**src/design/heat_phase_stencil_step_1d_defines.svh**
```systemverilog
// Assertion macros shared by the stencil step RTL.
// Every user has i_clk and i_rst_n in scope; no other dependencies.
`ifndef HEAT_PHASE_STENCIL_STEP_1D_DEFINES_SVH
`define HEAT_PHASE_STENCIL_STEP_1D_DEFINES_SVH

// Same-cycle implication, checked out of reset.
`define HPSS_ASSERT_NOW(lbl, ante, cons, msg) \
    lbl: assert property (@(posedge i_clk) disable iff (!i_rst_n) (ante) |-> (cons)) \
        else $error(msg);

// Next-cycle implication, checked out of reset.
`define HPSS_ASSERT_NEXT(lbl, ante, cons, msg) \
    lbl: assert property (@(posedge i_clk) disable iff (!i_rst_n) (ante) |=> (cons)) \
        else $error(msg);

`endif

```
**src/design/hpss_pkg.sv**
```systemverilog
// Package for the 1-D heat/phase stencil step: widths, job and control structs,
// register indexes and saturation helpers. No dependencies.
`timescale 1ns / 1ps
`default_nettype none

package hpss_pkg;

    localparam int FRAC_BITS = 24;
    localparam int DATA_W    = 32;
    localparam int COEF_W    = 31;

    // multiplier operands: A holds the 34-bit laplacian, 1-phi or a coefficient, B a 32-bit value
    localparam int A_W    = DATA_W + 2;
    localparam int B_W    = DATA_W;
    localparam int HALF_W = A_W / 2;
    localparam int LO_W   = HALF_W + B_W;
    localparam int HI_W   = (A_W - HALF_W) + B_W;
    localparam int PROD_W = A_W + B_W;
    localparam int MAGQ_W = PROD_W - FRAC_BITS;
    localparam int RES_W  = MAGQ_W + 1;
    localparam int WIDE_W = RES_W + 2;

    localparam int QDEPTH = 2;
    localparam int QPTR_W = $clog2(QDEPTH);
    localparam int QCNT_W = $clog2(QDEPTH + 1);

    localparam int CFG_IDX_W = 2;
    localparam logic [CFG_IDX_W-1:0] CFG_DIFFUSION = 2'd0;
    localparam logic [CFG_IDX_W-1:0] CFG_TIME_STEP = 2'd1;
    localparam logic [CFG_IDX_W-1:0] CFG_LATENT    = 2'd2;

    localparam logic [COEF_W-1:0] DIFFUSION_RST = COEF_W'(167772);
    localparam logic [COEF_W-1:0] TIME_STEP_RST = COEF_W'(167772);
    localparam logic [COEF_W-1:0] LATENT_RST    = COEF_W'(83886080);

    localparam logic signed [A_W-1:0] ONE_Q = A_W'(1) << FRAC_BITS;

    localparam logic signed [DATA_W-1:0] SAT_MAX = {1'b0, {(DATA_W-1){1'b1}}};
    localparam logic signed [DATA_W-1:0] SAT_MIN = {1'b1, {(DATA_W-1){1'b0}}};

    typedef struct packed {
        logic                     has_mid;
        logic                     interior;
        logic                     last;
        logic signed [DATA_W-1:0] mid_temp;
        logic signed [DATA_W-1:0] mid_phase;
        logic signed [A_W-1:0]    lap;
        logic signed [DATA_W-1:0] temp;
        logic signed [DATA_W-1:0] phase;
    } t_job;

    typedef struct packed {
        logic [COEF_W-1:0] diffusion_coef;
        logic [COEF_W-1:0] time_step;
        logic [COEF_W-1:0] latent_gain;
    } t_coefs;

    typedef struct packed {
        logic                  start;
        logic signed [A_W-1:0] a;
        logic signed [B_W-1:0] b;
    } t_mul_req;

    typedef struct packed {
        logic                    done;
        logic signed [RES_W-1:0] res;
    } t_mul_rsp;

    function automatic logic signed [WIDE_W-1:0] sext_w(input logic signed [DATA_W-1:0] x);
        sext_w = {{(WIDE_W-DATA_W){x[DATA_W-1]}}, x};
    endfunction

    function automatic logic signed [DATA_W-1:0] sat32(input logic signed [WIDE_W-1:0] v);
        logic [WIDE_W-DATA_W:0] hi;
        hi = v[WIDE_W-1:DATA_W-1];
        if (!v[WIDE_W-1] && (|hi)) begin
            sat32 = SAT_MAX;
        end else if (v[WIDE_W-1] && !(&hi)) begin
            sat32 = SAT_MIN;
        end else begin
            sat32 = v[DATA_W-1:0];
        end
    endfunction

endpackage

`default_nettype wire

```
**src/design/hpss_if.sv**
```systemverilog
// Channel interfaces of the stencil step: cell input, result output, config write.
// Depends on hpss_pkg.
`timescale 1ns / 1ps
`default_nettype none

interface hpss_cell_if import hpss_pkg::*; ();
    logic                     valid;
    logic                     ready;
    logic signed [DATA_W-1:0] cell_temp_in;
    logic signed [DATA_W-1:0] cell_phase_in;
    logic                     last_in_sweep;

    modport source (output valid, cell_temp_in, cell_phase_in, last_in_sweep, input ready);
    modport sink   (input valid, cell_temp_in, cell_phase_in, last_in_sweep, output ready);
endinterface

interface hpss_res_if import hpss_pkg::*; ();
    logic                     valid;
    logic                     ready;
    logic signed [DATA_W-1:0] cell_temp_out;
    logic signed [DATA_W-1:0] cell_phase_out;
    logic                     sweep_done;

    modport source (output valid, cell_temp_out, cell_phase_out, sweep_done, input ready);
    modport sink   (input valid, cell_temp_out, cell_phase_out, sweep_done, output ready);
endinterface

interface hpss_cfg_if import hpss_pkg::*; ();
    logic                 valid;
    logic                 ready;
    logic [CFG_IDX_W-1:0] reg_index;
    logic [COEF_W-1:0]    wr_data;

    modport source (output valid, reg_index, wr_data, input ready);
    modport sink   (input valid, reg_index, wr_data, output ready);
endinterface

`default_nettype wire

```
**src/design/hpss_front.sv**
```systemverilog
// Front end: takes cell beats, keeps the three-cell window and builds one job
// per cell that produces results. Depends on hpss_pkg, hpss_if.
`timescale 1ns / 1ps
`default_nettype none
`include "heat_phase_stencil_step_1d_defines.svh"

module hpss_front import hpss_pkg::*; (
    input  logic      i_clk,
    input  logic      i_rst_n,
    hpss_cell_if.sink i_cell,
    input  logic      i_q_full,
    output logic      o_push,
    output t_job      o_job
);

    localparam logic [1:0] CS_EMPTY = 2'd0;
    localparam logic [1:0] CS_ONE   = 2'd1;
    localparam logic [1:0] CS_MANY  = 2'd2;

    logic signed [DATA_W-1:0] r_left;
    logic signed [DATA_W-1:0] r_mid;
    logic signed [DATA_W-1:0] r_mid_phase;
    logic [1:0]               r_cells_seen;

    logic                  w_accept;
    logic signed [A_W-1:0] w_left_a;
    logic signed [A_W-1:0] w_mid_a;
    logic signed [A_W-1:0] w_temp_a;

    assign i_cell.ready = !i_q_full;
    assign w_accept     = i_cell.valid && i_cell.ready;

    assign w_left_a = {{(A_W-DATA_W){r_left[DATA_W-1]}}, r_left};
    assign w_mid_a  = {{(A_W-DATA_W){r_mid[DATA_W-1]}}, r_mid};
    assign w_temp_a = {{(A_W-DATA_W){i_cell.cell_temp_in[DATA_W-1]}}, i_cell.cell_temp_in};

    // the first cell of a sweep only fills the window, unless it is also the last
    assign o_push = w_accept && ((r_cells_seen != CS_EMPTY) || i_cell.last_in_sweep);

    always_comb begin
        o_job.has_mid   = (r_cells_seen != CS_EMPTY);
        o_job.interior  = (r_cells_seen == CS_MANY);
        o_job.last      = i_cell.last_in_sweep;
        o_job.mid_temp  = r_mid;
        o_job.mid_phase = r_mid_phase;
        o_job.lap       = w_left_a + w_temp_a - (w_mid_a <<< 1);
        o_job.temp      = i_cell.cell_temp_in;
        o_job.phase     = i_cell.cell_phase_in;
    end

    always_ff @(posedge i_clk) begin
        if (!i_rst_n) begin
            r_left       <= '0;
            r_mid        <= '0;
            r_mid_phase  <= '0;
            r_cells_seen <= CS_EMPTY;
        end else if (w_accept) begin
            if (i_cell.last_in_sweep) begin
                r_left       <= '0;
                r_mid        <= '0;
                r_mid_phase  <= '0;
                r_cells_seen <= CS_EMPTY;
            end else begin
                r_left      <= r_mid;
                r_mid       <= i_cell.cell_temp_in;
                r_mid_phase <= i_cell.cell_phase_in;
                case (r_cells_seen)
                    CS_EMPTY: r_cells_seen <= CS_ONE;
                    CS_ONE:   r_cells_seen <= CS_MANY;
                    default:  r_cells_seen <= CS_MANY;
                endcase
            end
        end
    end

    `HPSS_ASSERT_NEXT(a_sweep_restart, w_accept && i_cell.last_in_sweep, r_cells_seen == CS_EMPTY, "window not cleared after last cell")

endmodule

`default_nettype wire

```
**src/design/hpss_queue.sv**
```systemverilog
// Short job queue between front and back end, flops only.
// Depends on hpss_pkg.
`timescale 1ns / 1ps
`default_nettype none
`include "heat_phase_stencil_step_1d_defines.svh"

module hpss_queue import hpss_pkg::*; (
    input  logic i_clk,
    input  logic i_rst_n,
    input  logic i_push,
    input  t_job i_job,
    output logic o_full,
    input  logic i_pop,
    output t_job o_job,
    output logic o_empty
);

    t_job              r_mem [QDEPTH];
    logic [QPTR_W-1:0] r_wr_ptr;
    logic [QPTR_W-1:0] r_rd_ptr;
    logic [QCNT_W-1:0] r_count;

    function automatic logic [QPTR_W-1:0] ptr_inc(input logic [QPTR_W-1:0] p);
        if (p == QPTR_W'(QDEPTH - 1)) begin
            ptr_inc = '0;
        end else begin
            ptr_inc = QPTR_W'(p + 1'b1);
        end
    endfunction

    assign o_full  = (r_count == QCNT_W'(QDEPTH));
    assign o_empty = (r_count == '0);
    assign o_job   = r_mem[r_rd_ptr];

    always_ff @(posedge i_clk) begin
        if (i_push) begin
            r_mem[r_wr_ptr] <= i_job;
        end
    end

    always_ff @(posedge i_clk) begin
        if (!i_rst_n) begin
            r_wr_ptr <= '0;
            r_rd_ptr <= '0;
            r_count  <= '0;
        end else begin
            if (i_push) begin
                r_wr_ptr <= ptr_inc(r_wr_ptr);
            end
            if (i_pop) begin
                r_rd_ptr <= ptr_inc(r_rd_ptr);
            end
            case ({i_push, i_pop})
                2'b10:   r_count <= QCNT_W'(r_count + 1'b1);
                2'b01:   r_count <= QCNT_W'(r_count - 1'b1);
                default: r_count <= r_count;
            endcase
        end
    end

    `HPSS_ASSERT_NOW(a_no_overflow, i_push, r_count != QCNT_W'(QDEPTH), "job pushed into full queue")
    `HPSS_ASSERT_NOW(a_no_underflow, i_pop, r_count != '0, "job popped from empty queue")

endmodule

`default_nettype wire

```
**src/design/hpss_mulq.sv**
```systemverilog
// Shared fixed-point multiplier: exact |a|*|b| on one 17x32 array in two halves,
// scaled by 2^-FRAC_BITS toward zero, sign restored. Depends on hpss_pkg.
`timescale 1ns / 1ps
`default_nettype none

module hpss_mulq import hpss_pkg::*; (
    input  logic     i_clk,
    input  logic     i_rst_n,
    input  t_mul_req i_req,
    output t_mul_rsp o_rsp
);

    localparam logic [2:0] M_IDLE = 3'd0;
    localparam logic [2:0] M_LO   = 3'd1;
    localparam logic [2:0] M_HI   = 3'd2;
    localparam logic [2:0] M_SUM  = 3'd3;
    localparam logic [2:0] M_SIGN = 3'd4;

    logic [2:0]              r_state;
    logic [A_W-1:0]          r_mag_a;
    logic [B_W-1:0]          r_mag_b;
    logic                    r_neg;
    logic [LO_W-1:0]         r_lo;
    logic [HI_W-1:0]         r_hi;
    logic [PROD_W-1:0]       r_sum;
    logic signed [RES_W-1:0] r_res;
    logic                    r_done;

    logic [A_W-1:0]   w_mag_a;
    logic [B_W-1:0]   w_mag_b;
    logic [RES_W-1:0] w_mag_q;

    assign w_mag_a = i_req.a[A_W-1] ? A_W'(-i_req.a) : A_W'(i_req.a);
    assign w_mag_b = i_req.b[B_W-1] ? B_W'(-i_req.b) : B_W'(i_req.b);
    assign w_mag_q = {1'b0, r_sum[PROD_W-1:FRAC_BITS]};

    assign o_rsp.done = r_done;
    assign o_rsp.res  = r_res;

    always_ff @(posedge i_clk) begin
        case (r_state)
            M_IDLE: begin
                r_mag_a <= w_mag_a;
                r_mag_b <= w_mag_b;
                r_neg   <= i_req.a[A_W-1] ^ i_req.b[B_W-1];
            end
            M_LO:    r_lo  <= LO_W'(r_mag_a[HALF_W-1:0]) * LO_W'(r_mag_b);
            M_HI:    r_hi  <= HI_W'(r_mag_a[A_W-1:HALF_W]) * HI_W'(r_mag_b);
            M_SUM:   r_sum <= PROD_W'(r_lo) + (PROD_W'(r_hi) << HALF_W);
            M_SIGN:  r_res <= r_neg ? RES_W'(-w_mag_q) : RES_W'(w_mag_q);
            default: r_res <= r_res;
        endcase
    end

    always_ff @(posedge i_clk) begin
        if (!i_rst_n) begin
            r_state <= M_IDLE;
            r_done  <= 1'b0;
        end else begin
            r_done <= (r_state == M_SIGN);
            case (r_state)
                M_IDLE:  r_state <= i_req.start ? M_LO : M_IDLE;
                M_LO:    r_state <= M_HI;
                M_HI:    r_state <= M_SUM;
                M_SUM:   r_state <= M_SIGN;
                default: r_state <= M_IDLE;
            endcase
        end
    end

endmodule

`default_nettype wire

```
**src/design/hpss_back.sv**
```systemverilog
// Back end: pops jobs, sequences the reaction, phase and temperature updates
// through the shared multiplier and holds the result beat. Depends on hpss_pkg, hpss_if.
`timescale 1ns / 1ps
`default_nettype none
`include "heat_phase_stencil_step_1d_defines.svh"

module hpss_back import hpss_pkg::*; (
    input  logic        i_clk,
    input  logic        i_rst_n,
    input  logic        i_q_empty,
    output logic        o_pop,
    input  t_job        i_job,
    input  t_coefs      i_coefs,
    output t_mul_req    o_mul_req,
    input  t_mul_rsp    i_mul_rsp,
    hpss_res_if.source  o_result
);

    localparam logic [2:0] S_IDLE = 3'd0;
    localparam logic [2:0] S_R    = 3'd1;  // r = -(1-phi)*T when T<0
    localparam logic [2:0] S_DR   = 3'd2;  // dr = dt*r, new phase
    localparam logic [2:0] S_DIFF = 3'd3;  // diff*laplacian
    localparam logic [2:0] S_LAT  = 3'd4;  // gain*dr, new temperature
    localparam logic [2:0] S_EMIT = 3'd5;

    logic [2:0]               r_state;
    logic                     r_wait;
    logic                     r_sel;      // 0: middle cell, 1: incoming (last) cell
    t_job                     r_job;
    logic signed [DATA_W-1:0] r_r;
    logic signed [DATA_W-1:0] r_dr;
    logic signed [RES_W-1:0]  r_diff;
    logic signed [DATA_W-1:0] r_new_t;
    logic signed [DATA_W-1:0] r_new_p;
    logic                     r_out_valid;
    logic signed [DATA_W-1:0] r_out_temp;
    logic signed [DATA_W-1:0] r_out_phase;
    logic                     r_out_done;

    logic                     w_mul_state;
    logic signed [DATA_W-1:0] w_cur_t;
    logic signed [DATA_W-1:0] w_cur_phi;
    logic signed [A_W-1:0]    w_omp;
    logic signed [WIDE_W-1:0] w_res;
    logic signed [DATA_W-1:0] w_r;
    logic signed [DATA_W-1:0] w_dr;
    logic signed [DATA_W-1:0] w_new_p;
    logic signed [DATA_W-1:0] w_lat;
    logic signed [DATA_W-1:0] w_new_t;
    logic                     w_out_free;

    assign w_cur_t    = r_sel ? r_job.temp : r_job.mid_temp;
    assign w_cur_phi  = r_sel ? r_job.phase : r_job.mid_phase;
    assign w_omp      = ONE_Q - {{(A_W-DATA_W){w_cur_phi[DATA_W-1]}}, w_cur_phi};
    assign w_res      = {{(WIDE_W-RES_W){i_mul_rsp.res[RES_W-1]}}, i_mul_rsp.res};
    assign w_r        = w_cur_t[DATA_W-1] ? sat32(-w_res) : '0;
    assign w_dr       = sat32(w_res);
    assign w_new_p    = sat32(sext_w(w_cur_phi) + sext_w(w_dr));
    assign w_lat      = sat32(w_res);
    assign w_new_t    = sat32(sext_w(r_job.mid_temp)
                        + {{(WIDE_W-RES_W){r_diff[RES_W-1]}}, r_diff}
                        + sext_w(w_lat));
    assign w_out_free = !r_out_valid || o_result.ready;

    assign w_mul_state = r_state inside {S_R, S_DR, S_DIFF, S_LAT};
    assign o_pop       = (r_state == S_IDLE) && !i_q_empty;

    always_comb begin
        o_mul_req.start = w_mul_state && !r_wait;
        o_mul_req.a     = '0;
        o_mul_req.b     = '0;
        case (r_state)
            S_R: begin
                o_mul_req.a = w_omp;
                o_mul_req.b = w_cur_t;
            end
            S_DR: begin
                o_mul_req.a = {{(A_W-COEF_W){1'b0}}, i_coefs.time_step};
                o_mul_req.b = r_r;
            end
            S_DIFF: begin
                o_mul_req.a = r_job.lap;
                o_mul_req.b = {{(B_W-COEF_W){1'b0}}, i_coefs.diffusion_coef};
            end
            S_LAT: begin
                o_mul_req.a = {{(A_W-COEF_W){1'b0}}, i_coefs.latent_gain};
                o_mul_req.b = r_dr;
            end
            default: begin
                o_mul_req.a = '0;
                o_mul_req.b = '0;
            end
        endcase
    end

    assign o_result.valid          = r_out_valid;
    assign o_result.cell_temp_out  = r_out_temp;
    assign o_result.cell_phase_out = r_out_phase;
    assign o_result.sweep_done     = r_out_done;

    // datapath registers
    always_ff @(posedge i_clk) begin
        case (r_state)
            S_IDLE: begin
                if (!i_q_empty) begin
                    r_job   <= i_job;
                    r_new_t <= i_job.has_mid ? i_job.mid_temp : i_job.temp;
                end
            end
            S_R: begin
                if (i_mul_rsp.done) begin
                    r_r <= w_r;
                end
            end
            S_DR: begin
                if (i_mul_rsp.done) begin
                    r_dr    <= w_dr;
                    r_new_p <= w_new_p;
                end
            end
            S_DIFF: begin
                if (i_mul_rsp.done) begin
                    r_diff <= i_mul_rsp.res;
                end
            end
            S_LAT: begin
                if (i_mul_rsp.done) begin
                    r_new_t <= w_new_t;
                end
            end
            S_EMIT: begin
                if (w_out_free) begin
                    r_out_temp  <= r_new_t;
                    r_out_phase <= r_new_p;
                    r_out_done  <= r_sel;
                end
            end
            default: r_job <= r_job;
        endcase
    end

    // sequencer
    always_ff @(posedge i_clk) begin
        if (!i_rst_n) begin
            r_state     <= S_IDLE;
            r_wait      <= 1'b0;
            r_sel       <= 1'b0;
            r_out_valid <= 1'b0;
        end else begin
            if (o_mul_req.start) begin
                r_wait <= 1'b1;
            end else if (i_mul_rsp.done) begin
                r_wait <= 1'b0;
            end
            // a new beat may load in the cycle the held one leaves
            if ((r_state == S_EMIT) && w_out_free) begin
                r_out_valid <= 1'b1;
            end else if (r_out_valid && o_result.ready) begin
                r_out_valid <= 1'b0;
            end
            case (r_state)
                S_IDLE: begin
                    if (!i_q_empty) begin
                        r_sel   <= !i_job.has_mid;
                        r_state <= S_R;
                    end
                end
                S_R: begin
                    if (i_mul_rsp.done) begin
                        r_state <= S_DR;
                    end
                end
                S_DR: begin
                    if (i_mul_rsp.done) begin
                        r_state <= (!r_sel && r_job.interior) ? S_DIFF : S_EMIT;
                    end
                end
                S_DIFF: begin
                    if (i_mul_rsp.done) begin
                        r_state <= S_LAT;
                    end
                end
                S_LAT: begin
                    if (i_mul_rsp.done) begin
                        r_state <= S_EMIT;
                    end
                end
                S_EMIT: begin
                    if (w_out_free) begin
                        if (!r_sel && r_job.last) begin
                            r_sel   <= 1'b1;
                            r_state <= S_R;
                        end else begin
                            r_state <= S_IDLE;
                        end
                    end
                end
                default: r_state <= S_IDLE;
            endcase
        end
    end

    `HPSS_ASSERT_NOW(a_rsp_expected, i_mul_rsp.done, r_wait && w_mul_state, "multiplier result without a pending request")

endmodule

`default_nettype wire

```
**src/design/heat_phase_stencil_step_1d.sv**
```systemverilog
// One explicit time step of a 1-D heat equation with phase change, streamed one
// cell per input beat (Q8.24 temperature and phase, last_in_sweep on the final
// cell). A three-cell window updates each cell; results trail the input by one
// cell, the last cell of a sweep produces two result beats (its neighbour, then
// itself with sweep_done), and a first cell that is not last produces none.
// Reaction r = -(1-phi)*T for T<0, phase += dt*r, interior temperature gets
// diff*laplacian + gain*(dt*r); cell 0 keeps T, the last cell copies the new T
// of its neighbour; all results saturate. The front end takes a beat whenever
// its two-entry job queue has room, so bursts are absorbed; sustained rate is
// set by the back end, which runs every product through one shared 17x32
// multiplier, one job at a time. A result beat takes two products for cell 0
// or a one-cell sweep and four for an interior cell; a last cell adds two for
// its own beat. Output is registered, so a stalled sink holds one beat while
// the back end keeps working. Configuration (index 0 diffusion_coef, 1
// time_step, 2 latent_gain; other indexes ignored) is always ready and must
// only be written while idle.
`timescale 1ns / 1ps
`default_nettype none

module heat_phase_stencil_step_1d import hpss_pkg::*; (
    input  logic        i_clk,
    input  logic        i_rst_n,
    hpss_cell_if.sink   i_cell,
    hpss_res_if.source  o_result,
    hpss_cfg_if.sink    i_cfg
);

    t_coefs   r_coefs;
    logic     w_push;
    t_job     w_push_job;
    logic     w_q_full;
    logic     w_q_empty;
    logic     w_pop;
    t_job     w_pop_job;
    t_mul_req w_mul_req;
    t_mul_rsp w_mul_rsp;

    // config writes go straight into the coefficient registers, so the port never back-pressures
    assign i_cfg.ready = 1'b1;

    always_ff @(posedge i_clk) begin
        if (!i_rst_n) begin
            r_coefs.diffusion_coef <= DIFFUSION_RST;
            r_coefs.time_step      <= TIME_STEP_RST;
            r_coefs.latent_gain    <= LATENT_RST;
        end else if (i_cfg.valid && i_cfg.ready) begin
            case (i_cfg.reg_index)
                CFG_DIFFUSION: r_coefs.diffusion_coef <= i_cfg.wr_data;
                CFG_TIME_STEP: r_coefs.time_step      <= i_cfg.wr_data;
                CFG_LATENT:    r_coefs.latent_gain    <= i_cfg.wr_data;
                default:       r_coefs                <= r_coefs;
            endcase
        end
    end

    // front end: window and job build
    hpss_front u_front (
        .i_clk    (i_clk),
        .i_rst_n  (i_rst_n),
        .i_cell   (i_cell),
        .i_q_full (w_q_full),
        .o_push   (w_push),
        .o_job    (w_push_job)
    );

    // decouples beat acceptance from the multi-cycle back end
    hpss_queue u_queue (
        .i_clk   (i_clk),
        .i_rst_n (i_rst_n),
        .i_push  (w_push),
        .i_job   (w_push_job),
        .o_full  (w_q_full),
        .i_pop   (w_pop),
        .o_job   (w_pop_job),
        .o_empty (w_q_empty)
    );

    // shared scaled multiplier, one request in flight
    hpss_mulq u_mulq (
        .i_clk   (i_clk),
        .i_rst_n (i_rst_n),
        .i_req   (w_mul_req),
        .o_rsp   (w_mul_rsp)
    );

    // back end: per-cell update sequence and result register
    hpss_back u_back (
        .i_clk     (i_clk),
        .i_rst_n   (i_rst_n),
        .i_q_empty (w_q_empty),
        .o_pop     (w_pop),
        .i_job     (w_pop_job),
        .i_coefs   (r_coefs),
        .o_mul_req (w_mul_req),
        .i_mul_rsp (w_mul_rsp),
        .o_result  (o_result)
    );

endmodule

`default_nettype wire
```
**src/flat_wrapper.sv**
```systemverilog
// flat-port wrapper written by rule: the top's interface ports become plain ports
module heat_phase_stencil_step_1d_flat import hpss_pkg::*;
  (i_clk, i_rst_n, i_cell_valid, i_cell_cell_temp_in, i_cell_cell_phase_in, i_cell_last_in_sweep, i_cell_ready, o_result_valid, o_result_cell_temp_out, o_result_cell_phase_out, o_result_sweep_done, o_result_ready, i_cfg_valid, i_cfg_reg_index, i_cfg_wr_data, i_cfg_ready);
  hpss_cell_if i_cell_i ();
  hpss_res_if o_result_i ();
  hpss_cfg_if i_cfg_i ();
  input  logic i_clk;
  input  logic i_rst_n;
  input wire logic [$bits(i_cell_i.valid)-1:0] i_cell_valid;
  input wire logic [$bits(i_cell_i.cell_temp_in)-1:0] i_cell_cell_temp_in;
  input wire logic [$bits(i_cell_i.cell_phase_in)-1:0] i_cell_cell_phase_in;
  input wire logic [$bits(i_cell_i.last_in_sweep)-1:0] i_cell_last_in_sweep;
  output wire logic [$bits(i_cell_i.ready)-1:0] i_cell_ready;
  output wire logic [$bits(o_result_i.valid)-1:0] o_result_valid;
  output wire logic [$bits(o_result_i.cell_temp_out)-1:0] o_result_cell_temp_out;
  output wire logic [$bits(o_result_i.cell_phase_out)-1:0] o_result_cell_phase_out;
  output wire logic [$bits(o_result_i.sweep_done)-1:0] o_result_sweep_done;
  input wire logic [$bits(o_result_i.ready)-1:0] o_result_ready;
  input wire logic [$bits(i_cfg_i.valid)-1:0] i_cfg_valid;
  input wire logic [$bits(i_cfg_i.reg_index)-1:0] i_cfg_reg_index;
  input wire logic [$bits(i_cfg_i.wr_data)-1:0] i_cfg_wr_data;
  output wire logic [$bits(i_cfg_i.ready)-1:0] i_cfg_ready;
  assign i_cell_i.valid = i_cell_valid;
  assign i_cell_i.cell_temp_in = i_cell_cell_temp_in;
  assign i_cell_i.cell_phase_in = i_cell_cell_phase_in;
  assign i_cell_i.last_in_sweep = i_cell_last_in_sweep;
  assign i_cell_ready = i_cell_i.ready;
  assign o_result_valid = o_result_i.valid;
  assign o_result_cell_temp_out = o_result_i.cell_temp_out;
  assign o_result_cell_phase_out = o_result_i.cell_phase_out;
  assign o_result_sweep_done = o_result_i.sweep_done;
  assign o_result_i.ready = o_result_ready;
  assign i_cfg_i.valid = i_cfg_valid;
  assign i_cfg_i.reg_index = i_cfg_reg_index;
  assign i_cfg_i.wr_data = i_cfg_wr_data;
  assign i_cfg_ready = i_cfg_i.ready;
  heat_phase_stencil_step_1d u_core (.i_clk(i_clk), .i_rst_n(i_rst_n), .i_cell(i_cell_i), .o_result(o_result_i), .i_cfg(i_cfg_i));
endmodule
```
**config.mk**
```make
export PLATFORM = sky130hd
export DESIGN_NAME = heat_phase_stencil_step_1d_flat
export DESIGN_NICKNAME = d
export VERILOG_FILES = /design/src/design/hpss_pkg.sv /design/src/design/hpss_if.sv /design/src/design/hpss_front.sv /design/src/design/hpss_queue.sv /design/src/design/hpss_mulq.sv /design/src/design/hpss_back.sv /design/src/design/heat_phase_stencil_step_1d.sv /design/src/flat_wrapper.sv
export VERILOG_INCLUDE_DIRS = /design/src /design/src/design
export SDC_FILE = /design/constraint.sdc
export NUM_CORES = 2
export LEC_CHECK = 0
export BUFFER_PORTS_ARGS = -buffer_cell sky130_fd_sc_hd__buf_2
export CAP_MARGIN = 25
export CELL_PAD_IN_SITES_DETAIL_PLACEMENT = 1
export CELL_PAD_IN_SITES_GLOBAL_PLACEMENT = 1
export CORE_MARGIN = 4
export CORE_UTILIZATION = 52
export DETAILED_ROUTE_END_ITERATION = 6
export HOLD_SLACK_MARGIN = 0.15
export MAX_ROUTING_LAYER = met4
export PLACE_DENSITY = 0.92
export REMOVE_ABC_BUFFERS = 1
export SYNTH_ARGS = -nofsm -noshare
export SYNTH_HDL_FRONTEND = slang
export SYNTH_SLANG_ARGS = --single-unit
```
**constraint.sdc**
```tcl
create_clock -name i_clk -period 27.5 [get_ports i_clk]
set_clock_uncertainty 0.05 [all_clocks]
set_input_delay 1.375 -clock i_clk [delete_from_list [all_inputs] [get_ports i_clk]]
set_output_delay 1.375 -clock i_clk [all_outputs]
set_load 0.005 [all_outputs]
```
Word level (Yosys, flattened, before mapping)
Memories as Yosys holds them, arrays and structs flattened. A register that Yosys moved wholly into a read port is not among the register bits.
Index checks and enable logic that the tools add are counted.
Widths: inputs -> output; s select.
{"block": "word_totals", "mem_bits_rw": 330, "input_bits": 103, "n_memories": 1, "register_bits": 879}
{"name": "u_core.u_queue.r_mem", "depth": 2, "word_bits": 165, "rd": 1, "rd_ports_with_merged_regs": 1, "wr": 1, "line": "hpss_queue.sv:18", "source": "t_job r_mem [QDEPTH];"}
{"block": "op_classes", "n_bitwise": 3, "reduce_logical": 64, "multipliers": 2, "add_sub_neg": 15, "muxes": 48, "n_eq_ne": 22}
{"cell": "$mux 32", "n": 14}
{"cell": "$pmux 66 s4", "n": 1}
{"cell": "$mul 17x32->49", "n": 2}
{"cell": "$add 32x32->33", "n": 2}
{"cell": "$add 49x66->66", "n": 1}
{"cell": "$pmux 32 s2", "n": 1}
{"cell": "$mux 31", "n": 2}
{"cell": "$add 44x32->45", "n": 1}
{"cell": "$neg 43->45", "n": 1}
{"cell": "$add 32x43->44", "n": 1}
{"cell": "$neg 42->43", "n": 1}
{"cell": "$mux 42", "n": 1}
{"cell": "$reduce_and 14->1", "n": 3}
{"cell": "$reduce_or 14->1", "n": 3}
{"cell": "$neg 34->34", "n": 1}
{"cell": "$sub 33x33->34", "n": 1}
{"cell": "$mux 33", "n": 1}
{"cell": "$sub 26x32->33 const A", "n": 1}
{"cell": "$neg 32->32", "n": 1}
{"cell": "$mux 3", "n": 7}
{"cell": "$pmux 3 s6", "n": 1}
{"cell": "$logic_and 1x1->1", "n": 16}
{"cell": "$reduce_and 2->1", "n": 8}
{"cell": "$mux 1", "n": 15}
{"cell": "28 further kinds", "n": 68}

Longest topological paths before layout
{"block": "depth", "word_depth": 13, "mapped_depth": 26}

By module
Synthesis repeated with hierarchy kept, for this count alone.
{"block": "hier_totals", "cells_unflattened": 8463, "hier_area_um2": 90625.7}
{"mod": "hpss_mulq", "n_inst": 1, "area_per_inst_um2": 44746.7, "cells_each": 4749}
{"mod": "hpss_back", "n_inst": 1, "area_per_inst_um2": 22686.8, "cells_each": 1892}
{"mod": "hpss_queue", "n_inst": 1, "area_per_inst_um2": 12111.6, "cells_each": 535}
{"mod": "hpss_front", "n_inst": 1, "area_per_inst_um2": 7484.7, "cells_each": 934}
{"mod": "heat_phase_stencil_step_1d", "n_inst": 1, "area_per_inst_um2": 3595.9, "cells_each": 353}

Least setup slack after synthesis
Ideal clock, no wire load.
{"block": "synth_timing", "kind": "register -> register", "startpoint": "reg u_core.u_back.r_state[0]", "endpoint": "reg u_core.u_queue.r_count[1]", "path_buffers": 7, "period_less_slack_ns": 20.419, "slack_ns": 7.081, "setup_time_ns": 0.076, "path_stages_with_launch": 12, "arrival_ns": 20.293, "required_ns": 27.374, "path_cell_list": "dfxtp_1 > clkbuf_1 > clkbuf_1 > buf_2 > buf_1 > clkbuf_1 > buf_1 > clkbuf_1 > nor4_1 > ha_1 > or3_1 > a21boi_0"}
{"block": "synth_via", "elab_chain_len": 4, "elab_cells_between_ends": 6, "classes_between": "eq/ne (2); mux (1); reduce/logical (3)"}
{"item": "from (decl)", "line": "hpss_back.sv:26", "source": "logic [2:0] r_state;"}
{"item": "from (signal assigned)", "line": "hpss_back.sv:175", "source": "r_state <= (!r_sel && r_job.interior) ? S_DIFF : S_EMIT;"}
{"item": "$logic_not 3->1 *", "line": "hpss_back.sv:66", "source": "assign o_pop = (r_state == S_IDLE) && !i_q_empty;"}
{"item": "$logic_and 1x1->1 *", "line": "hpss_back.sv:66"}
{"item": "net u_core.u_back.o_pop", "line": "hpss_back.sv:11", "source": "output logic o_pop,"}
{"item": "$eq 2x1->1 / $eq 2x2->1 (equally long branches)", "line": "hpss_queue.sv:53", "source": "case ({i_push, i_pop})"}
{"item": "$pmux 2 s2 / $reduce_bool 2->1 (equally long branches)"}
{"item": "to (signal assigned)", "line": "hpss_queue.sv:54", "source": "2'b10: r_count <= QCNT_W'(r_count + 1'b1);"}
{"item": "to (signal assigned)", "line": "hpss_queue.sv:55", "source": "2'b01: r_count <= QCNT_W'(r_count - 1'b1);"}
{"item": "to (signal assigned)", "line": "hpss_queue.sv:56", "source": "default: r_count <= r_count;"}
{"item": "to (decl)", "line": "hpss_queue.sv:21", "source": "logic [QCNT_W-1:0] r_count;"}
Mark *: on every way through the listed nets, which the timed path passes. The rest lies on a longest branch.
A chain may end at the register's enable or synchronous reset.

Worst setup path in the final report
{"block": "layout_timing", "startpoint": "reg u_core.u_mulq.r_mag_b[10]", "endpoint": "reg u_core.u_mulq.r_lo[43] (data pin)"}
{"block": "layout_via", "elab_chain_len": 1}
{"item": "from (decl)", "line": "hpss_mulq.sv:21", "source": "logic [B_W-1:0] r_mag_b;"}
{"item": "from (signal assigned)", "line": "hpss_mulq.sv:44", "source": "r_mag_b <= w_mag_b;"}
{"item": "$mul 17x32->49", "line": "hpss_mulq.sv:47", "source": "M_LO: r_lo <= LO_W'(r_mag_a[HALF_W-1:0]) * LO_W'(r_mag_b);"}
{"item": "to (signal assigned)", "line": "hpss_mulq.sv:47"}
{"item": "to (decl)", "line": "hpss_mulq.sv:23", "source": "logic [LO_W-1:0] r_lo;"}
Every way passes these cells.

==> qor.csv <==
metric,value,unit
ctsResizeCount,0,
drt-wirelength-per-cell,31.5,um
path_clk_slew,0.06,ns
tightestPinTransition,1.19,ns
ant_nets,0,
grt_use_met2,0.597,
core,0.169,mm^2
fin_crit_sh,0.317,
viasPerCell,6.49,
ioPinCount,171,
cts.sinks,1169,
run_status,"finished, violations left",
fp.dieW,420,um
cts_made_buffers,120,
fin_nets,9833,
wl,339,mm
cts_tree,built,
max_slew_margin,0.183,
final_hold_viol_count,0,
setup_viol,0,
fin_cells,10700,
grt_pass1_wl,498,mm
use_met3,0.108,
die_y,420,um
drt_iter0_markers,9625,
drc,27,
clock_latency,0.81,ns
maxCapViolations,0,
busiest_layer,met2,
fin_tns_setup,0,ns
async_flop_share,0,
gp_congestion,1.01,
rows,151,
dp_slack,18.88,ns
drive_gt1_frac,0.0947,
postCtsSetupRepairBufs,0,
hpwl,230,mm
synth_warnings,0,
overflow,0,
grt_max_degree,141,
n_fill_cell,18000,
min_period,8.73,ns
grt_pass1_vias,76800,
dp.cells,10500,
syn_area,0.0885,mm^2
finalMaxSlewViolations,0,
cts_buffer_depth,3,
portBuffers,169,
first_pass_iters,7,
rsz0062_at_grt,no,
cts_hold_buffers,0,
whs,0.371,ns
hold_class,register to register,
start_kind,register,
end_kind,register,
antenna_found_initial,46,
arrival,9.22,ns
synth_cell_types,90,
track_usage,0.392,
syn_to_final_growth,8.45,%
cts_root_buffer,clkbuf_16,
yosys_register_bits,1169,
synth_edf_count,963,
syn_inst,8343,
ys.flop_type,edfxtp_1,
required,27.99,ns
ys_seq_area_frac,0.374,
failed_checks,DRC,
crit_fanout,18,
vias,69800,
fmax,115,MHz
critPathKind,register to register,
syn_area_per_cell,10.6,um^2
htreeDepth,3,
use_met1,0.442,
initial_utilization,0.523,
die-area,0.177,mm^2
timing.final.ws_setup,18.77,ns
-- sequential cells by signal (all words and copies together) (netlist names), 34 cells and up, named ones only --
register and flops:
u_core.u_mulq.r_hi 49, u_core.u_mulq.r_mag_a 34, u_core.u_mulq.r_res 43, u_core.u_queue.r_mem 330
u_core.u_back.r_diff 43, u_core.u_mulq.r_sum 42, u_core.r_coefs 93, u_core.u_back.r_job 164
-- through the flow --
| step | instance area [um^2] | utilization |
|---|---|---|
| floorplan | 86900 | - |
| detailed placement | 91800 | 0.542 |
| global placement | 91700 | 0.542 |
| finish | 95900 | 0.567 |
| CTS | 95700 | 0.566 |
| global route | 95900 | 0.567 |
-- worst paths after layout --
path | startpoint | to | slack, ns | cells past startpoint
hold reg to reg | u_core.u_back.r_new_p[16]$_SDFFCE_PP1P_ | u_core.u_back.o_result.cell_phase_out[16]$_DFFE_PP_ | 0.37 | 0
setup / recovery | u_core.u_mulq.r_mag_b[10]$_DFFE_PP_ | u_core.u_mulq.r_lo[43]$_DFFE_PP_ | 18.77 | 22
hold / removal | u_core.u_back.r_new_p[16]$_SDFFCE_PP1P_ | u_core.u_back.o_result.cell_phase_out[16]$_DFFE_PP_ | 0.37 | 0
setup reg to reg | u_core.u_mulq.r_mag_b[10]$_DFFE_PP_ | u_core.u_mulq.r_lo[43]$_DFFE_PP_ | 18.77 | 22
-- routing by layer --
metal / routed length [um] / up-vias
met5: 0 / -
met4: 32300 / 0
met3: 39400 / 1978
met2: 154000 / 5353
met1: 113000 / 35000
li1: - / 27500
-- cell type report --
class | count | area [um^2] | share of cell area
Tap cell | 2218 | 2780 | 0.0289
Sequential cell | 1169 | 33100 | 0.345
Clock buffer | 173 | 3350 | 0.0349
Inverter | 1281 | 4810 | 0.0502
Antenna cell | 47 | 118 | 0.00123
Multi-Input combinational cell | 5486 | 49200 | 0.513
Clock inverter | 57 | 571 | 0.00595
Timing Repair Buffer | 310 | 2030 | 0.0212
-- critical path, stage by stage (launching register included) --
cell and delay [ns]:
edfxtp_1 1.09, buf_4 0.44, nand2_1 0.15, fa_1 0.59, inv_1 0.07, fa_1 0.50, fa_1 0.59, fa_1 0.44
fa_1 0.49, inv_1 0.05, fa_1 0.47, inv_1 0.04, ha_1 0.33, inv_1 0.07, o21ai_0 0.46, a41oi_1 0.23
o22ai_1 0.63, a2bb2oi_1 0.38, o21ai_0 0.44, a21oi_1 0.23, nand3b_1 0.30, o21ai_0 0.33, xor2_1 0.13
-- cells in the mapped netlist, types with 37 or more instances --
cell type | n | area (um^2)
a21o_1 | 107 | 803
a21oi_1 | 440 | 2200
a31oi_1 | 57 | 357
and2_1 | 427 | 2670
and3_1 | 65 | 407
clkbuf_1 | 376 | 1410
dfxtp_1 | 206 | 4120
edfxtp_1 | 963 | 28900
fa_1 | 973 | 19500
ha_1 | 389 | 4870
inv_1 | 1280 | 4800
mux2_2 | 235 | 2650
mux2i_1 | 74 | 741
nand2_1 | 1093 | 4100
nand2b_1 | 37 | 231
nand3_1 | 79 | 395
nand4_1 | 41 | 257
nor2_1 | 319 | 1200
nor2b_1 | 44 | 275
nor3_1 | 85 | 425
o21a_1 | 56 | 420
o21ai_0 | 154 | 771
xnor2_1 | 252 | 2210
xor2_1 | 105 | 920
-- cell families after synthesis --
logic type | after synthesis | share of synthesized area
XOR/XNOR | 357 | 0.0353
multiplexers | 309 | 0.0383
adder cells (fa/ha/maj) | 1373 | 0.276
other | 1 | 0.0000424
AND/OR/NAND/NOR | 2329 | 0.124
flip-flops | 1169 | 0.374
buffers and inverters | 1688 | 0.0718
AO/OA/AOI/OAI | 1117 | 0.0802
-- cells in the final DEF, fill, tap and decap left out, drive strengths merged, types with 15 or more instances in the layout --
cell / n
a21o: 107
a31oi: 57
a21oi: 440
and2: 427
nand4: 43
buf: 308
edfxtp: 963
a221o: 20
nor3: 88
xor2: 105
o21a: 56
nor4: 24
a21boi: 17
ha: 389
a211oi: 20
inv: 1287
fa: 973
nor2b: 44
nor3b: 16
o31ai: 27
mux2i: 74
o32ai: 32
or4: 21
and3: 65
nor2: 319
nand2: 1093
clkinv: 40
dfxtp: 206
or3: 28
o221ai: 15
o21ai: 156
o21bai: 25
clkbuf: 175
diode: 47
xnor2: 252
mux2: 235
nand2b: 37
nand3: 79
o211ai: 16
Power is not shown: default switching activity piles up to over one toggle a cycle in this logic, so the estimate is an artifact.
